==> src/hdl/tsvrc_pkg.sv <==
`timescale 1ns / 1ps
`default_nettype none

package tsvrc_pkg;

    localparam int unsigned COLUMN_LIMIT_DEF = 32'd65535;
    localparam int unsigned COL_W = 16;
    localparam int unsigned CODE_W = 21;

    typedef enum logic [2:0] {
        SC_START  = 3'd0,
        SC_BARE   = 3'd1,
        SC_QUOTED = 3'd2,
        SC_CLOSED = 3'd3,
        SC_PENDQ  = 3'd4
    } scan_state_t;

    typedef enum logic [3:0] {
        ST_OK        = 4'd0,
        ST_BLANK     = 4'd1,
        ST_UTF8      = 4'd2,
        ST_BOM       = 4'd3,
        ST_COMMENT   = 4'd4,
        ST_CTRL      = 4'd5,
        ST_TAB_QUOTE = 4'd6,
        ST_AFTER_Q   = 4'd7,
        ST_STRAY_Q   = 4'd8,
        ST_UNCLOSED  = 4'd9
    } status_t;

    localparam logic FUNC_DATA = 1'b0;
    localparam logic FUNC_EOR  = 1'b1;

    localparam logic [7:0] CH_NUL   = 8'h00;
    localparam logic [7:0] CH_TAB   = 8'h09;
    localparam logic [7:0] CH_LF    = 8'h0A;
    localparam logic [7:0] CH_CR    = 8'h0D;
    localparam logic [7:0] CH_QUOTE = 8'h22;
    localparam logic [7:0] CH_HASH  = 8'h23;
    localparam logic [7:0] BOM_B0   = 8'hEF;
    localparam logic [7:0] BOM_B1   = 8'hBB;
    localparam logic [7:0] BOM_B2   = 8'hBF;

    localparam logic [CODE_W-1:0] CP_MIN3   = 21'h000800;
    localparam logic [CODE_W-1:0] CP_MIN4   = 21'h010000;
    localparam logic [CODE_W-1:0] CP_MAX    = 21'h10FFFF;
    localparam logic [CODE_W-1:0] CP_SUR_LO = 21'h00D800;
    localparam logic [CODE_W-1:0] CP_SUR_HI = 21'h00DFFF;

endpackage

`default_nettype wire

==> src/hdl/tsv_record_checker_core.sv <==
`timescale 1ns / 1ps
`default_nettype none
// an end-of-record item passes from the input register to the result register, which drives m_tdata
// throughput: one item per cycle while no end-of-record item waits, with one state update per byte
// data items keep flowing while a result waits; only an end-of-record item
// stalls, in the input register, until the result register is free
// reset: synchronous active-low aresetn clears control and record state

module tsv_record_checker_core #(
    parameter int unsigned COLUMN_LIMIT = tsvrc_pkg::COLUMN_LIMIT_DEF
) (
    input  wire logic        aclk,
    input  wire logic        aresetn,
    input  wire logic        s_tvalid,
    output logic             s_tready,
    input  wire logic [7:0]  s_tdata,   // data_byte
    input  wire logic        s_tuser,   // func
    output logic             m_tvalid,
    input  wire logic        m_tready,
    output logic [23:0]      m_tdata    // status [3:0], column [19:4], zero pad
);
    import tsvrc_pkg::*;

    localparam logic [COL_W-1:0] ColCap =
        (COLUMN_LIMIT < 32'd65535) ? COLUMN_LIMIT[COL_W-1:0] : 16'hFFFF;
    localparam logic [COL_W-1:0] ColOne = 16'd1;

    // input register
    logic            in_valid_reg, in_valid_next;
    logic            in_func_reg;
    logic [7:0]      in_byte_reg;

    // result register
    logic            out_valid_reg, out_valid_next;
    logic [3:0]      out_status_reg, out_status_next;
    logic [COL_W-1:0] out_col_reg, out_col_next;

    // record state
    scan_state_t      scan_reg, scan_next;
    logic [COL_W-1:0] colcnt_reg, colcnt_next;
    logic [3:0]       serr_reg, serr_next;
    logic [COL_W-1:0] ecol_reg, ecol_next;
    logic [1:0]       urem_reg, urem_next;
    logic [1:0]       ulen_reg, ulen_next;
    logic [CODE_W-1:0] ucode_reg, ucode_next;
    logic             ubad_reg, ubad_next;
    logic [1:0]       bomp_reg, bomp_next;
    logic             bom_reg, bom_next;
    logic             cmt_reg, cmt_next;
    logic             any_reg, any_next;

    logic             out_free;
    logic             consume;
    logic             s_acc;
    logic [7:0]       b;
    logic [CODE_W-1:0] code_sh;
    logic             scan_go;
    logic             is_ctrl;

    assign out_free = !out_valid_reg || m_tready;
    assign consume  = in_valid_reg && (in_func_reg == FUNC_DATA || out_free);
    assign s_tready = !in_valid_reg || consume;
    assign s_acc    = s_tvalid && s_tready;
    assign b        = in_byte_reg;
    assign code_sh  = {ucode_reg[CODE_W-7:0], b[5:0]};
    assign is_ctrl  = (b == CH_NUL) || (b == CH_CR) || (b == CH_LF);

    assign m_tvalid = out_valid_reg;
    assign m_tdata  = {4'd0, out_col_reg, out_status_reg};

    always_comb begin
        in_valid_next   = s_acc ? 1'b1 : (consume ? 1'b0 : in_valid_reg);
        out_valid_next  = out_valid_reg && !m_tready;
        out_status_next = out_status_reg;
        out_col_next    = out_col_reg;

        scan_next   = scan_reg;
        colcnt_next = colcnt_reg;
        serr_next   = serr_reg;
        ecol_next   = ecol_reg;
        urem_next   = urem_reg;
        ulen_next   = ulen_reg;
        ucode_next  = ucode_reg;
        ubad_next   = ubad_reg;
        bomp_next   = bomp_reg;
        bom_next    = bom_reg;
        cmt_next    = cmt_reg;
        any_next    = any_reg;
        scan_go     = 1'b1;

        if (consume && in_func_reg == FUNC_DATA) begin
            if (!any_reg && b == CH_HASH) begin
                cmt_next = 1'b1;
            end
            any_next = 1'b1;

            // utf-8 validator
            if (urem_reg == 2'd0) begin
                if (b >= 8'hC2 && b <= 8'hDF) begin
                    ulen_next  = 2'd1;
                    urem_next  = 2'd1;
                    ucode_next = {16'd0, b[4:0]};
                end else if (b >= 8'hE0 && b <= 8'hEF) begin
                    ulen_next  = 2'd2;
                    urem_next  = 2'd2;
                    ucode_next = {17'd0, b[3:0]};
                end else if (b >= 8'hF0 && b <= 8'hF4) begin
                    ulen_next  = 2'd3;
                    urem_next  = 2'd3;
                    ucode_next = {18'd0, b[2:0]};
                end else if (b[7]) begin
                    ubad_next = 1'b1;
                    ulen_next = 2'd0;
                end
            end else if (b[7:6] != 2'b10) begin
                ubad_next  = 1'b1;
                urem_next  = 2'd0;
                ulen_next  = 2'd0;
                ucode_next = '0;
            end else begin
                urem_next  = urem_reg - 2'd1;
                ucode_next = code_sh;
                if (urem_reg == 2'd1) begin
                    if ((ulen_reg == 2'd2 && code_sh < CP_MIN3) ||
                        (ulen_reg == 2'd3 && code_sh < CP_MIN4) ||
                        code_sh > CP_MAX ||
                        (code_sh >= CP_SUR_LO && code_sh <= CP_SUR_HI)) begin
                        ubad_next = 1'b1;
                    end
                    ulen_next  = 2'd0;
                    ucode_next = '0;
                end
            end

            // byte-order mark watcher
            if (bomp_reg == 2'd2 && b == BOM_B2) begin
                bom_next = 1'b1;
            end
            if (b == BOM_B0) begin
                bomp_next = 2'd1;
            end else if (bomp_reg == 2'd1 && b == BOM_B1) begin
                bomp_next = 2'd2;
            end else begin
                bomp_next = 2'd0;
            end

            // quoting machine, frozen after the first structural error
            if (serr_reg == 4'd0) begin
                if (scan_reg == SC_PENDQ) begin
                    if (b == CH_QUOTE) begin
                        scan_next = SC_QUOTED;
                        scan_go   = 1'b0;
                    end else begin
                        scan_next = SC_CLOSED;
                    end
                end
                if (scan_go) begin
                    if (is_ctrl) begin
                        serr_next = ST_CTRL;
                        ecol_next = colcnt_reg;
                    end else if (scan_reg == SC_QUOTED) begin
                        if (b == CH_TAB) begin
                            serr_next = ST_TAB_QUOTE;
                            ecol_next = colcnt_reg;
                        end else if (b == CH_QUOTE) begin
                            scan_next = SC_PENDQ;
                        end
                    end else if (b == CH_TAB) begin
                        if (colcnt_reg < ColCap) begin
                            colcnt_next = colcnt_reg + ColOne;
                        end
                        scan_next = SC_START;
                    end else if (scan_reg == SC_CLOSED || scan_reg == SC_PENDQ) begin
                        serr_next = ST_AFTER_Q;
                        ecol_next = colcnt_reg;
                    end else if (b == CH_QUOTE) begin
                        if (scan_reg != SC_START) begin
                            serr_next = ST_STRAY_Q;
                            ecol_next = colcnt_reg;
                        end else begin
                            scan_next = SC_QUOTED;
                        end
                    end else begin
                        scan_next = SC_BARE;
                    end
                end
            end
        end else if (consume) begin
            out_valid_next = 1'b1;
            out_col_next   = ColOne;
            if (!any_reg) begin
                out_status_next = ST_BLANK;
            end else if (ubad_reg || urem_reg != 2'd0) begin
                out_status_next = ST_UTF8;
            end else if (bom_reg) begin
                out_status_next = ST_BOM;
            end else if (cmt_reg) begin
                out_status_next = ST_COMMENT;
            end else if (serr_reg != 4'd0) begin
                out_status_next = serr_reg;
                out_col_next    = ecol_reg;
            end else if (scan_reg == SC_QUOTED) begin
                out_status_next = ST_UNCLOSED;
                out_col_next    = colcnt_reg;
            end else begin
                out_status_next = ST_OK;
                out_col_next    = colcnt_reg;
            end
            scan_next   = SC_START;
            colcnt_next = ColOne;
            serr_next   = 4'd0;
            ecol_next   = ColOne;
            urem_next   = 2'd0;
            ulen_next   = 2'd0;
            ucode_next  = '0;
            ubad_next   = 1'b0;
            bomp_next   = 2'd0;
            bom_next    = 1'b0;
            cmt_next    = 1'b0;
            any_next    = 1'b0;
        end
    end

    always_ff @(posedge aclk) begin
        if (!aresetn) begin
            in_valid_reg  <= 1'b0;
            out_valid_reg <= 1'b0;
            scan_reg      <= SC_START;
            colcnt_reg    <= ColOne;
            serr_reg      <= 4'd0;
            ecol_reg      <= ColOne;
            urem_reg      <= 2'd0;
            ulen_reg      <= 2'd0;
            ucode_reg     <= '0;
            ubad_reg      <= 1'b0;
            bomp_reg      <= 2'd0;
            bom_reg       <= 1'b0;
            cmt_reg       <= 1'b0;
            any_reg       <= 1'b0;
        end else begin
            in_valid_reg  <= in_valid_next;
            out_valid_reg <= out_valid_next;
            scan_reg      <= scan_next;
            colcnt_reg    <= colcnt_next;
            serr_reg      <= serr_next;
            ecol_reg      <= ecol_next;
            urem_reg      <= urem_next;
            ulen_reg      <= ulen_next;
            ucode_reg     <= ucode_next;
            ubad_reg      <= ubad_next;
            bomp_reg      <= bomp_next;
            bom_reg       <= bom_next;
            cmt_reg       <= cmt_next;
            any_reg       <= any_next;
        end
    end

    // payload registers
    always_ff @(posedge aclk) begin
        if (s_acc) begin
            in_func_reg <= s_tuser;
            in_byte_reg <= s_tdata;
        end
        out_status_reg <= out_status_next;
        out_col_reg    <= out_col_next;
    end

endmodule

`default_nettype wire

==> config.mk <==
export PLATFORM = sky130hd
export DESIGN_NAME = tsv_record_checker_core
export DESIGN_NICKNAME = d
export VERILOG_FILES = /design/src/hdl/tsvrc_pkg.sv /design/src/hdl/tsv_record_checker_core.sv
export SDC_FILE = /design/constraint.sdc
export NUM_CORES = 1
export LEC_CHECK = 0
export BUFFER_PORTS_ARGS = -buffer_cell sky130_fd_sc_hd__buf_2
export CAP_MARGIN = 20
export CORE_UTILIZATION = 49
export DETAILED_ROUTE_END_ITERATION = 8
export PLACE_DENSITY = 0.68
export SLEW_MARGIN = 0
export SYNTH_ARGS = -nofsm -noshare
export SYNTH_HDL_FRONTEND = slang
export SYNTH_SLANG_ARGS = --single-unit
==> constraint.sdc <==
create_clock -name aclk -period 5.6 [get_ports aclk]
set_clock_uncertainty 0.15 [all_clocks]
set_input_delay 0.56 -clock aclk [delete_from_list [all_inputs] [get_ports aclk]]
set_output_delay 0.56 -clock aclk [all_outputs]
set_load 0.02 [all_outputs]
Word-level counts from Yosys, hierarchy flattened
Cells that the tools add are included.
{"block": "classes", "add_sub_neg": 2, "magnitude_cmp": 12, "eq_ne": 37, "muxes": 97, "n_bitwise": 3, "reduce_logical": 46}
{"op": "two-way mux 16 bit", "n": 19}
{"op": "two-way mux 15 bit", "n": 8}
{"op": "two-way mux 4 bit", "n": 13}
{"op": "two-way mux 3 bit", "n": 14}
{"op": "two-way mux 2 bit", "n": 20}
{"op": "== test 8 x 4 -> 1 bit, second input constant", "n": 3}
{"op": "== test 8 bit, second input constant", "n": 3}
{"op": ">= comparator 8 bit, second input constant", "n": 3}
{"op": "<= comparator 8 bit, second input constant", "n": 3}
{"op": "two-way mux 1 bit", "n": 23}
{"op": ">= comparator 21 x 16 -> 1 bit, second input constant", "n": 1}
{"op": "greater-than comparator 21 bit, second input constant", "n": 1}
{"op": "<= comparator 21 x 16 -> 1 bit, second input constant", "n": 1}
{"op": "less-than comparator 21 x 12 -> 1 bit, second input constant", "n": 1}
{"op": "less-than comparator 21 x 17 -> 1 bit, second input constant", "n": 1}
{"op": "AND reduction 7 bit", "n": 3}
{"op": "adder 16 x 1 -> 16 bit, second input constant", "n": 1}
{"op": "== test 8 x 6 -> 1 bit, second input constant", "n": 2}
{"op": "less-than comparator 16 bit, second input constant", "n": 1}
{"op": "!= test 5 x 2 -> 1 bit, second input constant", "n": 3}
{"op": "logical AND 1 bit", "n": 13}
{"op": "!= test 2 x 1 -> 1 bit, second input constant", "n": 6}
{"op": "!= test 3 bit, second input constant", "n": 4}
{"op": "logical OR 1 bit", "n": 10}
{"op": "22 further kinds", "n": 40}
{"block": "word_totals", "register_bits": 95, "input_bits": 13, "output_inout_bits": 26, "word_cells": 217}

Depth between registers and ports, before layout
Gate-level depths: netlist (run 1).
{"block": "depth", "ltp_word": 12, "ltp_mapped": 9}

Worst setup path after synthesis (run 1)
OpenSTA, ideal clock, no wires.
{"block": "synth_timing", "path_kind": "reg2reg", "from": "register in_byte_reg[7] (netlist: b[7])", "to": "register colcnt_reg[11]", "setup_time_ns": 0.132, "t_arrival_ns": 2.241, "required_time_ns": 5.318, "setup_slack_ns": 3.077, "path_stages_with_launch": 8, "n_path_buf": 2, "cell_sequence": "edfxtp_1 -> nor4_4 -> or4b_4 -> a211o_1 -> buf_2 -> buf_1 -> o31ai_1 -> a21oi_1"}
{"block": "synth_via", "elab_chain_len": 7, "elab_cells_between_ends": 15, "classes_between": "7 x eq/ne; 4 x mux; 4 x reduce/logical"}
{"item": "from (decl)", "line": "tsv_record_checker_core.sv:31", "rtl": "logic [7:0] in_byte_reg;"}
{"item": "from (signal assigned)", "line": "tsv_record_checker_core.sv:262", "rtl": "in_byte_reg <= s_tdata;"}
{"item": "== test 8 x 6 -> 1 bit", "line": "tsv_record_checker_core.sv:150", "rtl": "if (b == CH_QUOTE) begin"}
{"item": "two-way mux 1 bit", "line": "tsv_record_checker_core.sv:150"}
{"item": "two-way mux 1 bit", "line": "tsv_record_checker_core.sv:149", "rtl": "if (scan_reg == SC_PENDQ) begin"}
{"item": "two-way mux 1 bit", "line": "tsv_record_checker_core.sv:148", "rtl": "if (serr_reg == 4'd0) begin"}
{"item": "two-way mux 1 bit", "line": "tsv_record_checker_core.sv:91", "rtl": "if (consume && in_func_reg == FUNC_DATA) begin"}
{"item": "!= test 2 x 1 -> 1 bit (no source line)"}
{"item": "AND reduction 7 bit (no source line) (*)"}
{"item": "to (signal assigned)", "line": "tsv_record_checker_core.sv:229", "rtl": "colcnt_reg <= ColOne;"}
{"item": "to (signal assigned)", "line": "tsv_record_checker_core.sv:244", "rtl": "colcnt_reg <= colcnt_next;"}
{"item": "to (decl)", "line": "tsv_record_checker_core.sv:40", "rtl": "logic [COL_W-1:0] colcnt_reg, colcnt_next;"}
Every way passes the cells marked *; elsewhere a longest branch is shown, timed or not. The select of a mux whose other input is x is not followed.
A chain may end at the register's enable or synchronous reset.

Worst setup path in the final report (run 1)
{"block": "layout_timing", "from": "register in_byte_reg[4] (netlist: b[4])", "to": "register ecol_reg[7]"}
{"block": "layout_via", "elab_chain_len": 7, "elab_cells_between_ends": 21, "classes_between": "9 x eq/ne; 8 x mux; 4 x reduce/logical"}
{"item": "== test 8 x 6 -> 1 bit (tied with other cells)", "line": "tsv_record_checker_core.sv:150, tsv_record_checker_core.sv:176"}
{"item": "two-way mux 1 bit or logical OR 1 bit (tied branches)", "line": "tsv_record_checker_core.sv:150, tsv_record_checker_core.sv:66"}
{"item": "two-way mux 1 bit or logical OR 1 bit (tied branches)", "line": "tsv_record_checker_core.sv:149, tsv_record_checker_core.sv:66"}
{"item": "two-way mux 1 bit or two-way mux 16 bit (tied branches)", "line": "tsv_record_checker_core.sv:148, tsv_record_checker_core.sv:158"}
{"item": "two-way mux 1 bit or two-way mux 16 bit (tied branches)", "line": "tsv_record_checker_core.sv:91, tsv_record_checker_core.sv:157"}
{"item": "!= test 2 x 1 -> 1 bit (no source line) or two-way mux 16 bit (tied branches)"}
{"item": "AND reduction 7 bit (no source line) or two-way mux 16 bit (tied branches)"}
{"item": "to (signal assigned)", "line": "tsv_record_checker_core.sv:231", "rtl": "ecol_reg <= ColOne;"}
{"item": "to (signal assigned)", "line": "tsv_record_checker_core.sv:246", "rtl": "ecol_reg <= ecol_next;"}
{"item": "to (decl)", "line": "tsv_record_checker_core.sv:42", "rtl": "logic [COL_W-1:0] ecol_reg, ecol_next;"}
Several ways; a longest one is shown, not always the timed one. The select of a mux whose other input is x is not followed.

==> results of run 1 <==
-- cells by family (layout without fill, tap and decap cells) --
group	count (synthesis)	count (layout)	share of synthesized area, %
XOR/XNOR	2	2	0.377
flip-flops	95	95	47.1
multiplexers	22	22	4.73
buffers and inverters	54	68	4.92
AO/OA/AOI/OAI	127	127	17.8
AND/OR/NAND/NOR	214	214	24.2
other	1	4	0.0806
adder cells (fa/ha/maj)	3	3	0.807
-- stage by stage --
stage	instances	total power (µW)
after floorplan	521	804
after global placement	647	824
after detailed placement	647	826
after CTS	663	1270
after global routing	664	1310
final	664	1260
-- power groups by stage --
stage          logic (µW)  clock network (µW)  registers [µW]
5_1_grt              88.0                 486             732
2_1_floorplan        64.8                   0             740
3_3_place_gp         78.0                   0             746
4_1_cts              79.9                 460             730
6_report             79.9                 452             730
3_5_place_dp         79.5                   0             746
-- layout make-up --
cell class | count | area (µm²) | share of cell area (%)
flip-flops and latches | 95 | 2190 | 43.2
multi-input cells | 372 | 2260 | 44.6
inverters | 12 | 45.0 | 0.889
clock inverters | 6 | 67.6 | 1.33
clock buffers | 10 | 128 | 2.52
repair buffers | 40 | 213 | 4.20
well taps | 129 | 161 | 3.18
-- synthesized netlist by cell type (all sizes together) (3+ instances only) --
cell / instances
a211oi: 3
a21boi: 21
a21oi: 37
and2: 6
buf: 11
clkbuf: 31
dfxtp: 66
edfxtp: 29
ha: 3
inv: 12
mux2i: 22
nand2: 86
nand2b: 6
nand3: 27
nand3b: 4
nand4: 7
nand4b: 4
nor2: 17
nor2b: 13
nor3: 4
nor3b: 3
nor4: 9
nor4b: 3
o21a: 3
o21ai: 25
o311a: 3
o31ai: 12
or4: 12
-- final timing paths --
check,from,endpoint,slack [ns],cells past startpoint
setup / recovery,b[4],ecol_reg[7],2.63,6
setup reg to reg,b[4],ecol_reg[7],2.63,6
hold reg to reg,ecol_reg[5],ecol_reg[5],0.31,2
hold / removal,s_tdata[6],b[6],0.22,1
-- routing by layer --
| metal | routed length (µm) | GRT usage (%) | share of wire (%) |
|---|---|---|---|
| met1 | 4640 | 28.8 | 46 |
| met2 | 4950 | 37.0 | 49 |
| met3 | 489 | 3.65 | 4.8 |
| met4 | 112 | 6.00 | 1.1 |
| met5 | 0 | 0 | 0 |
-- worst max-delay path: stages (launching register included) --
cell	delay (ns)
edfxtp_1	0.54
nor4b_1	0.63
nand2_1	0.25
a2111o_1	0.46
a211oi_4	0.23
buf_4	0.38
mux2i_1	0.24
==> metrics.txt, run 1 <==
status complete, no violations; CTS sink count 95; sequential share of power 57.8%; worst skew pair latency 0.36 ns; die area 0.00989 mm²; # Post-CTS Setup Buffers 0; htree depth 3; Worst Max-Slew Pin Slew 0.904 ns; post-synth top area cell dfxtp_1; switch share 24.5%; GRT Util Overall 21.8%; top post-synthesis cells by area dfxtp_1, edfxtp_1, nand2_1; min Tclk post-route 2.97 ns; Initial Util 50.4%; final setup margin 2.63 ns; Ant. Diodes 0; pre-CTS WS 2.67 ns; number of max-cap violations 0; Post-synth EDFFs 29; commonest non-fill, non-tap cell in the layout nand2_1; top-area cell type share of the netlist area 28.4%; area grow syn2layout 8.93%; # rows 35; die height 99.5 µm; Req. time, crit path 5.74 ns; fin. max-slew vios 0; initial antenna violation count 0; Top FF cell, synth dfxtp_1; clock slew at reported path FFs 0.09 ns; Crit Path Category flip-flop to flip-flop; post-CTS sizing 0; port buffer count 34; synthesized instance count 518; layout cell share with drive strength beyond 1 12.0%; Final GP Congestion 0.874; fin util 54.9%; HPWL Detailed 6700 µm; setup_tns 0 ns; unrepaired setup endpoints after global routing no; Net Switching 309 µW; io pins 39; Max Freq 0.336 GHz; internal power 953 µW; first-pass GRT wire length 17100 µm; crit-path max FO 20; Setup violations, final 0; largest net degree at the start of global routing 73; CTS Hold Buffers Added 0; # DRC 0; Antenna Nets Post-Route 0; WL/cell 15.3 µm; TritonCTS buffer count 9; Post-Syn Area 0.00465 mm²; Routed WL 10200 µm; power share of the combinational group 6.3%; Final Instance Area 0.00507 mm²; CTS root buf clkbuf_8; YS warnings 0; CTS max path bufs 2; vias in the first global route 3468; grt ovf 0; post-DR vias/cell 5.80; Pleak 0.00162 µW; most frequent cells in the layout nand2_1, dfxtp_1, a21oi_1, buf_2, edfxtp_1; DR pass1 iterations 4; Setup crit end kind flip-flop; Worst EP arrival 3.11 ns; CTS tree done; via count 3852; worst rel slew slack 39.6%; post-synthesis register bit count 95; pwr dens 249 mW/mm²; clock network fraction of design power 35.8%; Filler cells 848; final cycle utilization of the critical path 53.1%; Final Hold Fails 0; sequential cell area fraction in the yosys report 47.1%; HP Class input port to flip-flop; Syn Area/Cell 8.98 µm²; fraction of registers with async set or reset after synthesis 0%; Min Hold Slack 0.222 ns; Die Wd 99.5 µm; DRT iter0 DRCs 146; Distinct cells, synth 61; Core ar. 0.00924 mm²; DP Area 0.00487 mm²; Peak VDD IR 0.130 mV; final net count 546; startpoint class of the critical path flip-flop
No activity file was read; power rests on OpenSTA's default activity.
==> run 2: changes to the inputs <==
ABC_AREA = 1   (was unset)
clock period = 3 ns   (was 5.6 ns; I/O delays follow)
==> run 2 against run 1 <==
- worst hold slack lost 0.18 ns
- critical endpoint is now m_tvalid
- synthesized cell count increased by 36%
- critical path type unchanged
- critical path depth rose by 3
==> metrics.txt, run 2 <==
status complete, no violations; GRT Util Overall 22.7%; pre-CTS WS 0.808 ns; startpoint class of the critical path flip-flop; FF-to-FF Start m_tvalid; final net count 749; vias in the first global route 3895; CTS tree done; # DRC 0; TritonCTS buffer count 9; fraction of registers with async set or reset after synthesis 0%; min Tclk post-route 2.17 ns; io pins 39; Worst EP arrival 2.28 ns; most frequent cells in the layout nand2_1, nor2_1, a21oi_1, dfxtp_1, nand3_1; YS warnings 0; htree depth 3; Pleak 0.00205 µW; worst rel slew slack 49.7%; CP most frequent cell inv_1; Initial Util 50.9%; crit-path max FO 21; Cell Chain, Critical Path inv_1 > nor2_1 > nand2_1 > nand2_2 > inv_2 > nand2_1 > inv_1 > o21ai_0 > inv_1; sequential cell area fraction in the yosys report 43.9%; post-CTS sizing 0; Max stage delay cell, worst path inv_1; Req. time, crit path 3.12 ns; Peak VDD IR 0.323 mV; layout cell share with drive strength beyond 1 14.4%; Crit path largest cell delay 0.37 ns; Post-Syn Area 0.00500 mm²; # rows 36; Die Wd 103 µm; unrepaired setup endpoints after global routing no; grt ovf 0; Distinct cells, synth 36; top cells by count, synth nand2_1, nor2_1, a21oi_1; Ant. Diodes 0; fin. max-slew vios 0; Routed WL 11300 µm; Setup violations, final 0; Antenna Nets Post-Route 0; port buffer count 34; synthesized instance count 702; die area 0.0106 mm²; largest net degree at the start of global routing 41; post-synth top area cell dfxtp_1; CTS sink count 95; Core ar. 0.00982 mm²; WL/cell 13.0 µm; worst skew pair latency 0.37 ns; HP Class input port to flip-flop; Max Freq 0.462 GHz; initial antenna violation count 0; Worst Max-Slew Pin Slew 0.754 ns; area grow syn2layout 9.74%; final setup margin 0.834 ns; number of max-cap violations 0; Setup crit end kind flip-flop; setup_tns 0 ns; Final Hold Fails 0; DRT iter0 DRCs 251; commonest non-fill, non-tap cell in the layout nand2_1; CTS root buf clkbuf_8; top post-synthesis cells by area dfxtp_1, edfxtp_1, nand2_1; Post-synth EDFFs 29; first-pass GRT wire length 18300 µm; DR pass1 iterations 5; hold wc startpoint s_tvalid; fin util 55.9%; Crit Path Category flip-flop to flip-flop; overall power 2440 µW; CTS max path bufs 2; HPWL Detailed 7940 µm; most common cell in the netlist nand2_1; clock slew at reported path FFs 0.09 ns; die height 103 µm; Syn Area/Cell 7.12 µm²; Top FF cell, synth dfxtp_1; via count 4486; post-DR vias/cell 5.15; post-synthesis register bit count 95; pwr dens 446 mW/mm²; Final GP Congestion 0.895; final cycle utilization of the critical path 72.2%; top-area cell type share of the netlist area 26.4%; Worst setup startpoint m_tvalid
-- run 2: final cells by class --
class                           count  area, µm²
Clock buffer                       11        141
Clock inverter                      5       32.5
Fill cell                         977       4330
Inverter                           65        244
Multi-Input combinational cell    514       2410
Sequential cell                    95       2190
Tap cell                          133        166
Timing Repair Buffer               48        298
-- run 2: report_power, final --
group | leakage, µW | total, µW | internal [µW] | switching (µW)
Combinational | 0.00113 | 274 | 83.9 | 190
Clock | 0.0000900 | 780 | 325 | 455
Sequential | 0.000825 | 1390 | 1360 | 30.3
-- run 2: metal layers --
layer / part of all wire (%) / vias up / GRT usage, %
met2: 46 / 113 / 36.7
li1: - / 2322 / -
met3: 4.5 / 17 / 4.88
met4: 1.6 / 0 / 7.37
met1: 48 / 2034 / 30.1
met5: 0 / - / 0
-- run 2: cell families (layout without fill, tap and decap cells) --
| logic type | Yosys count | after routing | share of synthesized area (%) |
|---|---|---|---|
| and+or+nand+nor | 393 | 393 | 33.8 |
| AOI/OAI and AO/OA | 106 | 106 | 11.9 |
| buffers and inverters | 96 | 129 | 8.26 |
| DFF | 95 | 95 | 43.9 |
| xor gates and xnor gates | 8 | 8 | 1.40 |
| other | 1 | 4 | 0.0750 |
| adders and majority gates | 3 | 3 | 0.751 |
-- run 2: repair_timing --
item,CTS,global route
hold endpoints to repair,9,0
buffers inserted,0,0
hold buffers,9,0
-- run 2: final timing paths --
| check | cells after the start | endpoint | slack (ns) |
|---|---|---|---|
| setup reg to reg | 9 | m_tvalid | 0.83 |
| hold / removal | 3 | in_valid_reg | 0.04 |
| hold reg to reg | 2 | ubad_reg | 0.31 |
| setup / recovery | 9 | m_tvalid | 0.83 |
-- run 2: metrics by stage --
stage	hold WS [ns]	instance area [µm²]	std cells
after detailed placement	0.295	5220	846
after floorplan	0.249	5010	705
after global routing	0.0523	5490	871
after CTS	0.0311	5490	871
final	0.0445	5490	871
after global placement	0.288	5220	846
-- run 2: worst max-delay path: cells and delay by family (launching register included) --
kind                   cells  cell delay [ns]
AOI/OAI and AO/OA          1             0.29
buffers and inverters      4             0.54
DFF                        1             0.35
and+or+nand+nor            4             0.73
==> run 3: changes to the inputs <==
ABC_AREA = 0   (was 1)
PLACE_DENSITY = 0.71   (was 0.68)
clock period = 1.8 ns   (was 3 ns; I/O delays follow)
==> run 3 against run 2 <==
- the flow now finishes with violations (negative setup slack)
- setup slack worse by 1.5 ns
- register-to-register slack got worse by 1.5 ns
- power is 80% higher
- cell area up 27%
- clock power increased by 100%
- utilization grew 20 points
- die area decreased by 6.8%
==> metrics.txt, run 3 (synthesis gave the netlist of run 1 again) <==
routed wire length on met3 882 µm; Crit path largest cell delay 0.58 ns; final setup margin -0.708 ns; # rows 35; final cycle utilization of the critical path 139%; Req. time, crit path 1.91 ns; Cell Chain, Critical Path nor4_4 > or4b_4 > buf_6 > a211o_4 > o41ai_2 > a21oi_1; worst skew pair latency 0.37 ns; Ant. Diodes 0; Final Hold Fails 0; DRT iter0 DRCs 354; setup_tns -27.14 ns; GRT Util Overall 27.2%; DP Area 0.00565 mm²; area grow syn2layout 50.1%; die area 0.00989 mm²; CTS max path bufs 2; HPWL Detailed 7900 µm; port buffer count 34; largest net degree at the start of global routing 60; Peak VDD IR 0.435 mV; Worst EP arrival 2.62 ns; WL met2 7030 µm; Final Non-Filler Cells 794; first-pass GRT wire length 21100 µm; final net count 676; Die Wd 99.5 µm; fin. max-slew vios 0; Core ar. 0.00924 mm²; clock slew at reported path FFs 0.10 ns; min Tclk post-route 2.51 ns; Setup crit end kind flip-flop; placed cells 733; # DRC 0; Pleak 0.00250 µW; uppermost layer routed met4; Final GP Congestion 0.855; WL/cell 17.9 µm; CTS sink count 95; commonest non-fill, non-tap cell in the layout buf_4; startpoint class of the critical path flip-flop; fin util 75.6%; DR pass1 iterations 5; status finished with violations; pwr dens 631 mW/mm²; Setup violations, final 67; grt ovf 0; Max stage delay cell, worst path or4b_4; Met1 Wirelength 5950 µm; Initial Util 50.4%; io pins 39; Routed WL 14200 µm; layout cell share with drive strength beyond 1 40.9%; Antenna Nets Post-Route 0; post-DR vias/cell 5.90; HP Class input port to flip-flop; vias in the first global route 4345; unrepaired setup endpoints after global routing yes; Crit Path Category flip-flop to flip-flop; initial antenna violation count 0; CTS root buf clkbuf_8; htree depth 3; via count 4681; number of max-cap violations 0; Min Hold Slack 0.0121 ns; CTS tree done; TritonCTS buffer count 9; worst rel slew slack 63.5%; violated checks negative setup slack; Worst Max-Slew Pin Slew 0.546 ns; Final Instance Area 0.00699 mm²; Max Freq 0.399 GHz; die height 99.5 µm; most frequent cells in the layout buf_4, nand2_1, dfxtp_1, buf_2, edfxtp_1; crit-path max FO 5
## run 3: changes by cell type in the layout (fill, tap and decap cells not counted), moves of 13 or more
cell | before | now
nor2_1 | 79 | 13
a21boi_1 | 0 | 16
a21oi_1 | 74 | 17
buf_6 | 0 | 21
nand2_2 | 15 | 2
buf_4 | 5 | 89
inv_1 | 53 | 10
mux2i_1 | 0 | 22
nand2_1 | 209 | 83
nand3_1 | 56 | 26
## run 3: per-layer routing
metal | track usage (%) | vias up
met3 | 5.48 | 43
met2 | 46.2 | 198
met4 | 10.3 | 0
li1 | - | 2165
met5 | 0 | -
met1 | 34.2 | 2275
## run 3: repair_timing
action                                 in CTS  in global routing
pin swaps                                  23                 36
buffers inserted                            9                 16
endpoints found under the hold margin      11                  0
hold buffers                               11                  0
cloned                                      8                  3
gates resized for setup                    86                 93
setup endpoints to repair                  74                 99
## run 3: final timing paths
| kind | from | to | slack [ns] | cells after the start |
|---|---|---|---|---|
| max reg2reg | b[4] | colcnt_reg[15] | -0.71 | 6 |
| min | m_tready | in_valid_reg | 0.01 | 4 |
| max | b[4] | colcnt_reg[15] | -0.71 | 6 |
| min reg2reg | ecol_reg[4] | ecol_reg[4] | 0.32 | 2 |
## run 3: critical path: cells and delay by family (launching register included)
kind / cells / cell delay (ns)
flip-flops: 1 / 0.45
AO/OA/AOI/OAI: 3 / 0.75
AND/OR/NAND/NOR: 2 / 0.90
buffers and inverters: 1 / 0.15
## run 3: layout make-up
class	instances	area (µm²)
clock buffer	10	128
clock inverter	6	92.6
fill	588	2250
inverter	12	45.0
multi-input combinational	375	2920
sequential	95	2190
tap	129	161
timing repair buffer	167	1440
## run 3: through the flow
| step | worst slack [ns] | power, µW |
|---|---|---|
| global route | -0.760 | 4530 |
| floorplan | -0.640 | 2530 |
| finish | -0.708 | 4410 |
| global placement | -0.680 | 2650 |
| CTS | -0.647 | 4320 |
| detailed placement | -0.756 | 2660 |
## run 3: power breakdown
part	leakage, µW	switching, µW	internal (µW)	total [µW]
Sequential	0.000824	25.5	2230	2250
Clock	0.000103	804	791	1590
Combinational	0.00158	292	269	561
